<file path="src/sv/sha1_pkg.sv">
// Package: shared types and constants for the SHA-1 digest block.
`timescale 1ns / 1ps
package sha1_pkg;

  localparam int QDepth = 4;
  localparam int QAw    = 2;

  localparam logic [31:0] H0 = 32'h67452301;
  localparam logic [31:0] H1 = 32'hEFCDAB89;
  localparam logic [31:0] H2 = 32'h98BADCFE;
  localparam logic [31:0] H3 = 32'h10325476;
  localparam logic [31:0] H4 = 32'hC3D2E1F0;
  localparam logic [31:0] K0 = 32'h5A827999;
  localparam logic [31:0] K1 = 32'h6ED9EBA1;
  localparam logic [31:0] K2 = 32'h8F1BBCDC;
  localparam logic [31:0] K3 = 32'hCA62C1D6;
  localparam logic [7:0]  PadByte = 8'h80;

  // Queued transaction from front to back.
  typedef struct packed {
    logic [7:0] data_byte;
    logic       byte_present;
    logic       end_of_message;
  } sha1_item_t;

endpackage

</file>
<file path="src/sv/sha1_message_digest.sv">
// Top level: SHA-1 digest of a byte stream, five digest words per message.
// Usage:
//   Input channel: one transaction per byte (in_byte_present=1) or a closing
//   transaction with in_end_of_message=1 and optionally no byte. Items with
//   neither are accepted and ignored.
//   Output channel: on each end of message, five transactions carry the
//   digest words H0..H4, index 0 first, out_last_word on the fifth.
//   A byte that completes a 64-byte block is taken, then compressed in 80
//   rounds at one per cycle, then added into the hash words; other bytes
//   are only packed into the block. A message end adds one or two padding
//   blocks (pad or length load, 80 rounds, add), then five output words.
//   Compression is a single-round loop; no new byte is taken while its
//   rounds run. A four-entry queue in front lets input continue while rounds
//   run.
//   Reset (rst_n low, synchronous) restores the initial hash words and
//   clears length and queue. A stalled output holds its word; processing
//   of later items waits until all five words are taken.
`timescale 1ns / 1ps
module sha1_message_digest (
  input  logic        clk,
  input  logic        rst_n,
  input  logic        in_valid,
  output logic        in_stall,
  input  logic [7:0]  in_data_byte,
  input  logic        in_byte_present,
  input  logic        in_end_of_message,
  output logic        out_valid,
  input  logic        out_stall,
  output logic [31:0] out_digest_word,
  output logic [2:0]  out_word_index,
  output logic        out_last_word
);
  import sha1_pkg::*;

  sha1_item_t q_item;
  logic       q_valid, q_take;

  sha1_front u_front (
    .clk, .rst_n, .in_valid, .in_stall, .in_data_byte, .in_byte_present,
    .in_end_of_message, .q_valid, .q_item, .q_take
  );

  sha1_core u_core (
    .clk, .rst_n, .q_valid, .q_item, .q_take, .out_valid, .out_stall,
    .out_digest_word, .out_word_index, .out_last_word
  );
endmodule

</file>
<file path="src/sv/sha1_front.sv">
// Front end: accepts input transactions, drops idle ones, queues the rest.
`timescale 1ns / 1ps
module sha1_front (
  input  logic                clk,
  input  logic                rst_n,
  input  logic                in_valid,
  output logic                in_stall,
  input  logic [7:0]          in_data_byte,
  input  logic                in_byte_present,
  input  logic                in_end_of_message,
  output logic                q_valid,
  output sha1_pkg::sha1_item_t q_item,
  input  logic                q_take
);
  import sha1_pkg::*;

  sha1_item_t        mem_r [QDepth];
  logic [QAw-1:0]    wp_r, wp_nxt, rp_r, rp_nxt;
  logic [QAw:0]      cnt_r, cnt_nxt;
  logic              push, pop;

  assign in_stall = (cnt_r == (QAw+1)'(QDepth));
  // idle items (no byte, no end) are accepted and dropped here
  assign push = in_valid && !in_stall && (in_byte_present || in_end_of_message);
  assign q_valid = (cnt_r != '0);
  assign q_item  = mem_r[rp_r];
  assign pop = q_valid && q_take;

  always_comb begin
    wp_nxt  = push ? wp_r + QAw'(1) : wp_r;
    rp_nxt  = pop ? rp_r + QAw'(1) : rp_r;
    cnt_nxt = cnt_r + (QAw+1)'(push) - (QAw+1)'(pop);
  end

  always_ff @(posedge clk) begin
    if (!rst_n) begin
      wp_r  <= '0;
      rp_r  <= '0;
      cnt_r <= '0;
    end else begin
      wp_r  <= wp_nxt;
      rp_r  <= rp_nxt;
      cnt_r <= cnt_nxt;
    end
    if (push) begin
      mem_r[wp_r] <= '{data_byte: in_data_byte, byte_present: in_byte_present,
                       end_of_message: in_end_of_message};
    end
  end
endmodule

</file>
<file path="src/sv/sha1_core.sv">
// Back end: block packing, padding, 80-round compression and digest output.
`timescale 1ns / 1ps
module sha1_core (
  input  logic                 clk,
  input  logic                 rst_n,
  input  logic                 q_valid,
  input  sha1_pkg::sha1_item_t q_item,
  output logic                 q_take,
  output logic                 out_valid,
  input  logic                 out_stall,
  output logic [31:0]          out_digest_word,
  output logic [2:0]           out_word_index,
  output logic                 out_last_word
);
  import sha1_pkg::*;

  localparam logic [2:0] S_IDLE = 3'd0;
  localparam logic [2:0] S_PAD  = 3'd1;
  localparam logic [2:0] S_RND  = 3'd2;
  localparam logic [2:0] S_ADD  = 3'd3;
  localparam logic [2:0] S_OUT  = 3'd4;
  localparam logic [2:0] S_LOAD = 3'd5;

  logic [2:0]  st_r;
  logic [31:0] w_r [16];          // sliding schedule window
  logic [31:0] h_r [5];
  logic [31:0] a_r, b_r, c_r, d_r, e_r;
  logic [63:0] len_r;
  logic [6:0]  rnd_r;
  logic        fin_r;             // last compression of the message
  logic        pad_r;             // full block also ended the message
  logic        lenblk_r;          // length-only block still to follow
  logic [2:0]  oidx_r;

  logic [5:0]  pos;
  logic [3:0]  wsel;
  logic [31:0] f, k, t, wx, wnew, wcur;

  // big-endian byte lane insert; bytes below the lane are cleared
  function automatic logic [31:0] put_byte(logic [31:0] w, logic [1:0] sel, logic [7:0] b);
    case (sel)
      2'd0:    put_byte = {b, 24'd0};
      2'd1:    put_byte = {w[31:24], b, 16'd0};
      2'd2:    put_byte = {w[31:16], b, 8'd0};
      default: put_byte = {w[31:8], b};
    endcase
  endfunction

  assign pos  = len_r[8:3];
  assign wsel = pos[5:2];
  assign wcur = w_r[0];
  assign wx   = w_r[13] ^ w_r[8] ^ w_r[2] ^ w_r[0];
  assign wnew = {wx[30:0], wx[31]};

  always_comb begin
    if (rnd_r < 7'd20) begin
      f = (b_r & c_r) | (~b_r & d_r); k = K0;
    end else if (rnd_r < 7'd40) begin
      f = b_r ^ c_r ^ d_r; k = K1;
    end else if (rnd_r < 7'd60) begin
      f = (b_r & c_r) | (b_r & d_r) | (c_r & d_r); k = K2;
    end else begin
      f = b_r ^ c_r ^ d_r; k = K3;
    end
    t = {a_r[26:0], a_r[31:27]} + f + e_r + k + wcur;
  end

  assign q_take    = (st_r == S_IDLE);
  assign out_valid = (st_r == S_OUT);
  assign out_digest_word = h_r[oidx_r];
  assign out_word_index  = oidx_r;
  assign out_last_word   = (oidx_r == 3'd4);

  always_ff @(posedge clk) begin
    if (!rst_n) begin
      st_r <= S_IDLE;
      len_r <= '0;
      rnd_r <= '0;
      fin_r <= 1'b0;
      pad_r <= 1'b0;
      lenblk_r <= 1'b0;
      oidx_r <= '0;
      a_r <= '0; b_r <= '0; c_r <= '0; d_r <= '0; e_r <= '0;
      h_r[0] <= H0; h_r[1] <= H1; h_r[2] <= H2; h_r[3] <= H3; h_r[4] <= H4;
    end else begin
      unique case (st_r)
        S_IDLE: if (q_valid) begin
          if (q_item.byte_present) begin
            w_r[wsel] <= put_byte(w_r[wsel], pos[1:0], q_item.data_byte);
            len_r <= len_r + 64'd8;
          end
          if (q_item.byte_present && pos == 6'd63) begin
            // full block: compress, padding follows if the message ends here
            pad_r <= q_item.end_of_message;
            fin_r <= 1'b0;
            lenblk_r <= 1'b0;
            a_r <= h_r[0]; b_r <= h_r[1]; c_r <= h_r[2]; d_r <= h_r[3]; e_r <= h_r[4];
            rnd_r <= '0;
            st_r <= S_RND;
          end else if (q_item.end_of_message) begin
            st_r <= S_PAD;
          end
        end
        S_PAD: begin
          // pad at current position; len_r already includes the last byte
          for (int i = 0; i < 16; i++) begin
            if (4'(i) == wsel) begin
              w_r[i] <= put_byte(w_r[i], pos[1:0], PadByte);
            end else if (4'(i) > wsel) begin
              if (pos < 6'd56 && i == 14) w_r[i] <= len_r[63:32];
              else if (pos < 6'd56 && i == 15) w_r[i] <= len_r[31:0];
              else w_r[i] <= '0;
            end
          end
          lenblk_r <= (pos >= 6'd56);
          fin_r <= (pos < 6'd56);
          a_r <= h_r[0]; b_r <= h_r[1]; c_r <= h_r[2]; d_r <= h_r[3]; e_r <= h_r[4];
          rnd_r <= '0;
          st_r <= S_RND;
        end
        S_RND: begin
          for (int i = 0; i < 15; i++) w_r[i] <= w_r[i+1];
          w_r[15] <= wnew;
          e_r <= d_r; d_r <= c_r; c_r <= {b_r[1:0], b_r[31:2]}; b_r <= a_r; a_r <= t;
          rnd_r <= rnd_r + 7'd1;
          if (rnd_r == 7'd79) st_r <= S_ADD;
        end
        S_ADD: begin
          h_r[0] <= h_r[0] + a_r; h_r[1] <= h_r[1] + b_r; h_r[2] <= h_r[2] + c_r;
          h_r[3] <= h_r[3] + d_r; h_r[4] <= h_r[4] + e_r;
          rnd_r <= '0;
          if (pad_r) begin
            pad_r <= 1'b0;
            st_r <= S_PAD;
          end else if (lenblk_r) begin
            for (int i = 0; i < 16; i++) begin
              if (i == 14) w_r[i] <= len_r[63:32];
              else if (i == 15) w_r[i] <= len_r[31:0];
              else w_r[i] <= '0;
            end
            lenblk_r <= 1'b0;
            fin_r <= 1'b1;
            st_r <= S_LOAD;
          end else if (fin_r) begin
            oidx_r <= '0;
            st_r <= S_OUT;
          end else begin
            st_r <= S_IDLE;
          end
        end
        S_LOAD: begin
          // length-only block after a full padding block
          a_r <= h_r[0]; b_r <= h_r[1]; c_r <= h_r[2]; d_r <= h_r[3]; e_r <= h_r[4];
          st_r <= S_RND;
        end
        S_OUT: if (!out_stall) begin
          if (oidx_r == 3'd4) begin
            oidx_r <= '0;
            h_r[0] <= H0; h_r[1] <= H1; h_r[2] <= H2; h_r[3] <= H3; h_r[4] <= H4;
            len_r <= '0;
            fin_r <= 1'b0;
            st_r <= S_IDLE;
          end else begin
            oidx_r <= oidx_r + 3'd1;
          end
        end
        default: st_r <= S_IDLE;
      endcase
    end
  end
endmodule

</file>
<file path="config.mk">
export PLATFORM = sky130hd
export DESIGN_NAME = sha1_message_digest
export DESIGN_NICKNAME = d
export VERILOG_FILES = /design/src/sv/sha1_pkg.sv /design/src/sv/sha1_message_digest.sv /design/src/sv/sha1_front.sv /design/src/sv/sha1_core.sv
export SDC_FILE = /design/constraint.sdc
export NUM_CORES = 2
export LEC_CHECK = 0
export BUFFER_PORTS_ARGS = -buffer_cell sky130_fd_sc_hd__buf_2
export CORE_MARGIN = 2
export CORE_UTILIZATION = 35
export DETAILED_ROUTE_END_ITERATION = 8
export HOLD_SLACK_MARGIN = 0.1
export PLACE_DENSITY_LB_ADDON = 0.05
export SLEW_MARGIN = 20
export SYNTH_ARGS = -nofsm -noshare
export SYNTH_HDL_FRONTEND = slang
export SYNTH_SLANG_ARGS = --single-unit
</file>
<file path="constraint.sdc">
create_clock -name clk -period 11 [get_ports clk]
set_input_delay 0.55 -clock clk [delete_from_list [all_inputs] [get_ports clk]]
set_output_delay 0.55 -clock clk [all_outputs]
set_load 0.01 [all_outputs]
</file>
; ---- Word level (Yosys, flattened, before mapping)
; Memory sizes are Yosys's and may differ from the RTL's. A register that Yosys moved wholly into a read port is not among the register bits.
; Index checks and enable logic that the tools add are counted.
[totals]
ram_bits = 712
word_cells = 575
memories = 3
input_bits = 14
reg_bits = 247
output_inout_bits = 38
[mem_list]
columns = name, depth, word_bits, rd, rd_clocked_by_memory_dff, wr, line_no
row1 = u_core.w_r, 16, 32, 16, 0, 16, sha1_core.sv:25  ; logic [31:0] w_r [16];
row2 = u_core.h_r, 5, 32, 6, 1, 5, sha1_core.sv:26  ; logic [31:0] h_r [5];
row3 = u_front.mem_r, 4, 10, 1, 1, 1, sha1_front.sv:17  ; sha1_item_t mem_r [QDepth];
[classes]
bitwise_logic = 73
n_reduce_logical = 31
n_eq_ne = 43
n_mux = 373
n_lt_le_gt_ge = 21
n_addsub = 16
[op_table]
columns = op, n
row1 = two-way mux 32 bit, 128
row2 = one-hot mux 32 bit (3 select lines), 22
row3 = adder 32 bit, 9
row4 = two-way mux 64 bit, 4
row5 = two-way mux 1 bit, 189
row6 = XOR 32 bit, 5
row7 = AND 32 bit, 4
row8 = one-hot mux 64 bit (2 select lines), 1
row9 = bitwise OR 32 bit, 3
row10 = adder 64 x 4 -> 64 bit (second input constant), 1
row11 = bitwise OR 1 bit, 60
row12 = two-way mux 3 bit, 16
row13 = == test 4 bit (first input constant), 8
row14 = > comparator 4 bit (first input constant), 8
row15 = inverter 32 bit, 1
row16 = OR reduction 32 bit, 1
row17 = two-way mux 31 bit, 1
row18 = inequality test 7 bit (second input constant), 3
row19 = one-hot mux 7 bit (3 select lines), 1
row20 = == test 3 x 4 -> 1 bit (first input constant), 4
row21 = > comparator 3 x 4 -> 1 bit (first input constant), 4
row22 = inequality test 5 bit (second input constant), 3
row23 = one-hot mux 3 bit (5 select lines), 1
row24 = AND reduction 5 bit, 3
row25 = other kinds (44), 77

; ---- Longest topological paths before layout
[logic_depth]
ltp_word = 11
mapped_depth = 26
depth_no_buf = 24

; ---- Hierarchy
; A second synthesis with hierarchy kept.
[hier_totals]
hier_cells = 5667
area_unflattened_um2 = 55911.1
[modules_own_cells]
columns = module, seq_area_each_um2, area_each_um2, cells_each, n_inst
row1 = sha1_core, 24984.0, 53994.3, 5568, 1
row2 = sha1_front, 1381.3, 1916.8, 99, 1

; ---- Worst setup path before layout
; Ideal clock, no wire load.
[synth_path]
kind = reg2reg
startpoint = register u_core.rnd_r[4]
endpoint = register u_core.a_r[29]
synth_period_minus_slack_ns = 5.885
required_time_ns = 10.868
n_path_buf = 2
setup_ns = 0.132
t_arrival_ns = 5.753
stages_incl_launch_ff = 25
setup_slack_ns = 5.115
path_cell_list = dfxtp_1 clkbuf_1 a41oi_1 inv_1 nor2_1 inv_2 nand2_1 clkbuf_1 nor2_1 nor2_1 fa_1 fa_1 inv_1 fa_1 inv_1 ha_1 nor2b_1 o31a_1 o41ai_2 a311oi_2 a221o_1 a21oi_1 o21ai_1 mux2i_1 a21oi_1
[synth_via]
elab_chain_len = 9
word_cells_on_any_way = 14
cone_classes = 4 x add/sub / 3 x order compare / 7 x mux
[synth_rtl]
columns = element, line_no
row1 = start: declaration, sha1_core.sv:29  ; logic [6:0] rnd_r;
row2 = start signal: assignment, sha1_core.sv:125  ; rnd_r <= rnd_r + 7'd1;
row3 = less-than comparator 7 x 6 -> 1 bit, sha1_core.sv:60  ; end else if (rnd_r < 7'd60) begin
row4 = two-way mux 32 bit, sha1_core.sv:60
row5 = two-way mux 32 bit, sha1_core.sv:58  ; end else if (rnd_r < 7'd40) begin
row6 = two-way mux 32 bit, sha1_core.sv:56  ; if (rnd_r < 7'd20) begin
row7 = adder 32 bit (2 in series), sha1_core.sv:65  ; t = {a_r[26:0], a_r[31:27]} + f + e_r + k + wcur;
row8 = adder 32 bit (*) (2 in series), sha1_core.sv:65
row9 = one-hot mux 32 bit (3 select lines) (*), sha1_core.sv:86  ; unique case (st_r)
row10 = end signal: assignment, sha1_core.sv:97  ; a_r <= h_r[0]; b_r <= h_r[1]; c_r <= h_r[2]; d_r <= h_r[3]; e_r <= h_r[4];
row11 = end signal: assignment, sha1_core.sv:117  ; a_r <= h_r[0]; b_r <= h_r[1]; c_r <= h_r[2]; d_r <= h_r[3]; e_r <= h_r[4];
row12 = end signal: assignment, sha1_core.sv:124  ; e_r <= d_r; d_r <= c_r; c_r <= {b_r[1:0], b_r[31:2]}; b_r <= a_r; a_r <= t;
row13 = end: declaration, sha1_core.sv:27  ; logic [31:0] a_r, b_r, c_r, d_r, e_r;
; Every way passes the cells marked *; elsewhere a longest branch is shown, timed or not.
; A chain may end at the register's enable or synchronous reset.

; ---- Worst setup path in the final report
[layout_path]
startpoint = register u_core.rnd_r[4]
endpoint = register u_core.a_r[30]
; Same word-level chain as after synthesis.

==> metrics.txt <==
max-cap violation count 0; data arrival time of the worst path 8.01 ns; I/O pins 52; Worst Setup End Kind flop; leakage power figure 24.4 nW; portion of the post-synthesis area used by sequential elements 47.0%; initial standard-cell utilization of the core 35.3%; worst slew pin tran 1.14 ns; global-route wire length before repair 297 mm; global placement routability congestion 0.888; number of buffers created by CTS 114; post-synthesis net count 6,040; power density of the placed cells 345 mW/mm2; number of input and output port buffers inserted 51; Rel. slew slack 24.0%; site row count 146; final instance area 0.0625 mm2; detailed-routing iteration count for the pre-antenna-repair pass 8; residual overflow from global routing 0; total wire length 201 mm; Chip Height 405 um; placeable core region 0.159 mm2; initial antenna violation count 7; Synth cell types 95; clock slew at the register clock pins of the worst setup and hold paths 0.06 ns; drt wl/cell 26.0 um; Worst Setup Start Kind flop; area delta synth->final 11.3%; Worst Clk Skew 0.0551 ns; CTS root buf sky130_fd_sc_hd__clkbuf_16; Post-Syn Area per Cell 9.91 um2; setup fix buffers added after clock tree synthesis 0; category of the most critical setup path reg2reg; total clock sinks 961; minimum clock period after layout 7.37 ns; critical-path maximum fanout 35; number of global-route vias before repair 42.6k; filler instances 15.8k; Yosys Warn Count 0; highest attainable clock frequency 0.136 GHz; number of design-rule violations left by the first detailed-router iteration 3,775; number of hold violations in the final report 0; die area 0.164 mm2; share of layout cells above drive strength 1 7.90%; H-Tree Depth 3; run status finished, final reports clean; cell area after placement 0.0585 mm2; Gate Count Post-Synth 5,665; top_reg_cell synth sky130_fd_sc_hd__edfxtp_1; routed vias/inst 5.62; number of nets with antenna violations after detailed routing 0; largest net degree at the start of global routing 222; area of the mapped netlist 0.0562 mm2; CTS tree built; Clk Latency, worst-skew pair 0.76 ns; worst vdd ir 291 uV; kind of path behind the tightest hold check in2reg; maximum buffer depth of the clock tree 3; horizontal die dimension 405 um; Final #Nets 5,962; FFs w/ async S/R, synth 0%; RSZ-0062 raised after global routing no; CTS-repair resized insts 0; global-route total usage across every layer 24.3%; final period utilization 67.0%; flip-flop and latch count after synthesis 961; worst endpoint required time 11.64 ns; overall via count from detail_route 43.6k; count of hold buffers inserted by post-cts repair 10; max-slew violation total from the final report 0; HPWL reported at the end of detailed placement 142 mm; setup tns final 0 ns; number of remaining DRC errors 0; total of endpoints with negative setup slack in the final report 0; Post-synth EDFFs 712
## critical path, stage by stage (launching register included)
cell                        delay [ns]
sky130_fd_sc_hd__dfxtp_1          0.45
sky130_fd_sc_hd__a41oi_1          0.33
sky130_fd_sc_hd__inv_1            0.38
sky130_fd_sc_hd__nor2_1           0.15
sky130_fd_sc_hd__inv_2            0.07
sky130_fd_sc_hd__buf_4            0.47
sky130_fd_sc_hd__nand2_2          0.66
sky130_fd_sc_hd__nor2_1           0.25
sky130_fd_sc_hd__nor2_1           0.09
sky130_fd_sc_hd__fa_1             0.53
sky130_fd_sc_hd__fa_1             0.54
sky130_fd_sc_hd__inv_1            0.05
sky130_fd_sc_hd__fa_1             0.59
sky130_fd_sc_hd__inv_1            0.06
sky130_fd_sc_hd__ha_1             0.30
sky130_fd_sc_hd__a211oi_1         0.29
sky130_fd_sc_hd__o21ai_1          0.15
sky130_fd_sc_hd__a211oi_2         0.36
sky130_fd_sc_hd__o21bai_2         0.22
sky130_fd_sc_hd__a2111oi_1        0.53
sky130_fd_sc_hd__nand2b_1         0.22
sky130_fd_sc_hd__nor2_1           0.06
sky130_fd_sc_hd__or3_1            0.31
sky130_fd_sc_hd__a41oi_1          0.20
## final cells by class
type	count	area, um2	area share [%]
Multi-Input combinational cell	4120	27700	44.4
Antenna cell	2	5.00	0.00801
Sequential cell	961	26400	42.2
Clock inverter	54	617	0.987
Clock buffer	159	3230	5.18
Timing Repair Buffer	144	1010	1.62
Inverter	246	923	1.48
Tap cell	2072	2590	4.15
## final timing paths
kind | start | endpoint | slack (ns) | cells after the start
setup / recovery | u_core.rnd_r[4] | u_core.a_r[30] | 3.63 | 23
hold reg to reg | u_core.w_r[5][30] | u_core.w_r[4][30] | 0.51 | 2
setup reg to reg | u_core.rnd_r[4] | u_core.a_r[30] | 3.63 | 23
hold / removal | rst_n | u_core.d_r[15] | 0.20 | 2
## power by group
part | switching [mW] | total (mW) | leakage, nW | internal (mW)
Combinational | 7.16 | 11.6 | 14.0 | 4.45
Clock | 1.67 | 3.92 | 1.87 | 2.25
Sequential | 1.01 | 6.03 | 8.53 | 5.02
## layout by cell type (no fill, tap or decap), types with 20 or more instances in the layout
| master | count |
|---|---|
| sky130_fd_sc_hd__fa_1 | 125 |
| sky130_fd_sc_hd__a31oi_1 | 26 |
| sky130_fd_sc_hd__clkbuf_16 | 116 |
| sky130_fd_sc_hd__o31ai_1 | 101 |
| sky130_fd_sc_hd__o211ai_1 | 34 |
| sky130_fd_sc_hd__and2_1 | 37 |
| sky130_fd_sc_hd__or3_1 | 24 |
| sky130_fd_sc_hd__nand2b_1 | 36 |
| sky130_fd_sc_hd__o211a_1 | 140 |
| sky130_fd_sc_hd__o21ai_0 | 542 |
| sky130_fd_sc_hd__a211oi_1 | 34 |
| sky130_fd_sc_hd__mux4_2 | 42 |
| sky130_fd_sc_hd__dfxtp_1 | 246 |
| sky130_fd_sc_hd__inv_1 | 244 |
| sky130_fd_sc_hd__xnor2_1 | 170 |
| sky130_fd_sc_hd__a22oi_1 | 68 |
| sky130_fd_sc_hd__buf_2 | 51 |
| sky130_fd_sc_hd__nand2_1 | 955 |
| sky130_fd_sc_hd__nor3_1 | 70 |
| sky130_fd_sc_hd__and3_1 | 32 |
| sky130_fd_sc_hd__edfxtp_1 | 712 |
| sky130_fd_sc_hd__a21o_1 | 66 |
| sky130_fd_sc_hd__ha_1 | 236 |
| sky130_fd_sc_hd__o21a_1 | 33 |
| sky130_fd_sc_hd__mux2_2 | 32 |
| sky130_fd_sc_hd__nand3_1 | 185 |
| sky130_fd_sc_hd__clkbuf_1 | 26 |
| sky130_fd_sc_hd__nor2_1 | 337 |
| sky130_fd_sc_hd__o32ai_1 | 20 |
| sky130_fd_sc_hd__buf_4 | 80 |
| sky130_fd_sc_hd__o21ai_1 | 32 |
| sky130_fd_sc_hd__a21oi_1 | 248 |
| sky130_fd_sc_hd__nand4_1 | 31 |
| sky130_fd_sc_hd__nor2b_1 | 67 |
| sky130_fd_sc_hd__xor2_1 | 132 |
## cell families (layout without fill, tap and decap cells)
| group | Yosys count | count (layout) | share of synthesized area [%] |
|---|---|---|---|
| buffers and inverters | 584 | 603 | 3.99 |
| AOI/OAI and AO/OA | 1531 | 1531 | 17.8 |
| other | 0 | 2 | 0 |
| and+or+nand+nor | 1843 | 1843 | 14.4 |
| adders and majority gates | 361 | 361 | 9.71 |
| DFF | 961 | 961 | 47.0 |
| muxes | 83 | 83 | 2.49 |
| xor gates and xnor gates | 302 | 302 | 4.71 |
## stage by stage
step                      utilization [%]  hold slack (ns)  worst slack [ns]  total power, mW  std cells
final                                39.3            0.196              3.63             21.6       7758
after CTS                            39.3            0.141              3.52             21.7       7755
after detailed placement             36.8            0.504              3.52             17.7       7532
after global routing                 39.3            0.154              3.04             23.2       7756
after global placement               36.8            0.497              3.57             17.7       7531
after floorplan                         -            0.467              5.11             14.0       5665
## Yosys cell counts, types with 20 or more instances
cell                         n  area share (%)
sky130_fd_sc_hd__nor2b_1    67            0.75
sky130_fd_sc_hd__nand4_1    31            0.35
sky130_fd_sc_hd__ha_1      236             5.3
sky130_fd_sc_hd__a21oi_1   254             2.3
sky130_fd_sc_hd__xnor2_1   170             2.7
sky130_fd_sc_hd__o32ai_1    20            0.31
sky130_fd_sc_hd__o211a_1   140             2.5
sky130_fd_sc_hd__dfxtp_1   249             8.9
sky130_fd_sc_hd__o21a_1     33            0.44
sky130_fd_sc_hd__a21o_1     67            0.90
sky130_fd_sc_hd__mux2_2     32            0.64
sky130_fd_sc_hd__o21ai_1    34            0.30
sky130_fd_sc_hd__xor2_1    132             2.1
sky130_fd_sc_hd__nor2_1    337             2.3
sky130_fd_sc_hd__nor3_1     71            0.63
sky130_fd_sc_hd__nand3_1   186             1.7
sky130_fd_sc_hd__mux4_2     42             1.7
sky130_fd_sc_hd__o21ai_0   552             4.9
sky130_fd_sc_hd__a22oi_1    68            0.91
sky130_fd_sc_hd__buf_2      25            0.22
sky130_fd_sc_hd__nand2b_1   36            0.40
sky130_fd_sc_hd__edfxtp_1  712              38
sky130_fd_sc_hd__inv_1     244             1.6
sky130_fd_sc_hd__a31oi_1    26            0.29
sky130_fd_sc_hd__or3_1      24            0.27
sky130_fd_sc_hd__a211oi_1   35            0.47
sky130_fd_sc_hd__nand2_1   962             6.4
sky130_fd_sc_hd__and2_1     38            0.42
sky130_fd_sc_hd__and3_1     34            0.38
sky130_fd_sc_hd__clkbuf_1  297             2.0
sky130_fd_sc_hd__fa_1      125             4.5
sky130_fd_sc_hd__o211ai_1   34            0.45
sky130_fd_sc_hd__o31ai_1   101             1.4
## per-layer routing
| layer | vias up | global-route usage (%) | wire length (um) |
|---|---|---|---|
| li1 | 20300 | - | - |
| met1 | 22200 | 34.7 | 95200 |
| met2 | 957 | 39.3 | 93400 |
| met3 | 236 | 2.77 | 7980 |
| met4 | 4 | 5.88 | 4910 |
| met5 | - | 0 | 26 |
## sequential cells by signal, summed over array words and instances, names as in the netlist, 2 cells and up, named ones only
signal,count
u_core.len_r,61
u_core.c_r,32
u_front.wp_r,2
u_front.cnt_r,3
u_core.w_r,512
u_core.e_r,32
u_core.a_r,32
u_front.mem_r,40
u_core.out_word_index,3
u_core.d_r,32
u_core.st_r,3
u_front.rp_r,2
u_core.h_r,160
u_core.b_r,32
u_core.rnd_r,7
Note: power is estimated with default switching activity, not from simulation.
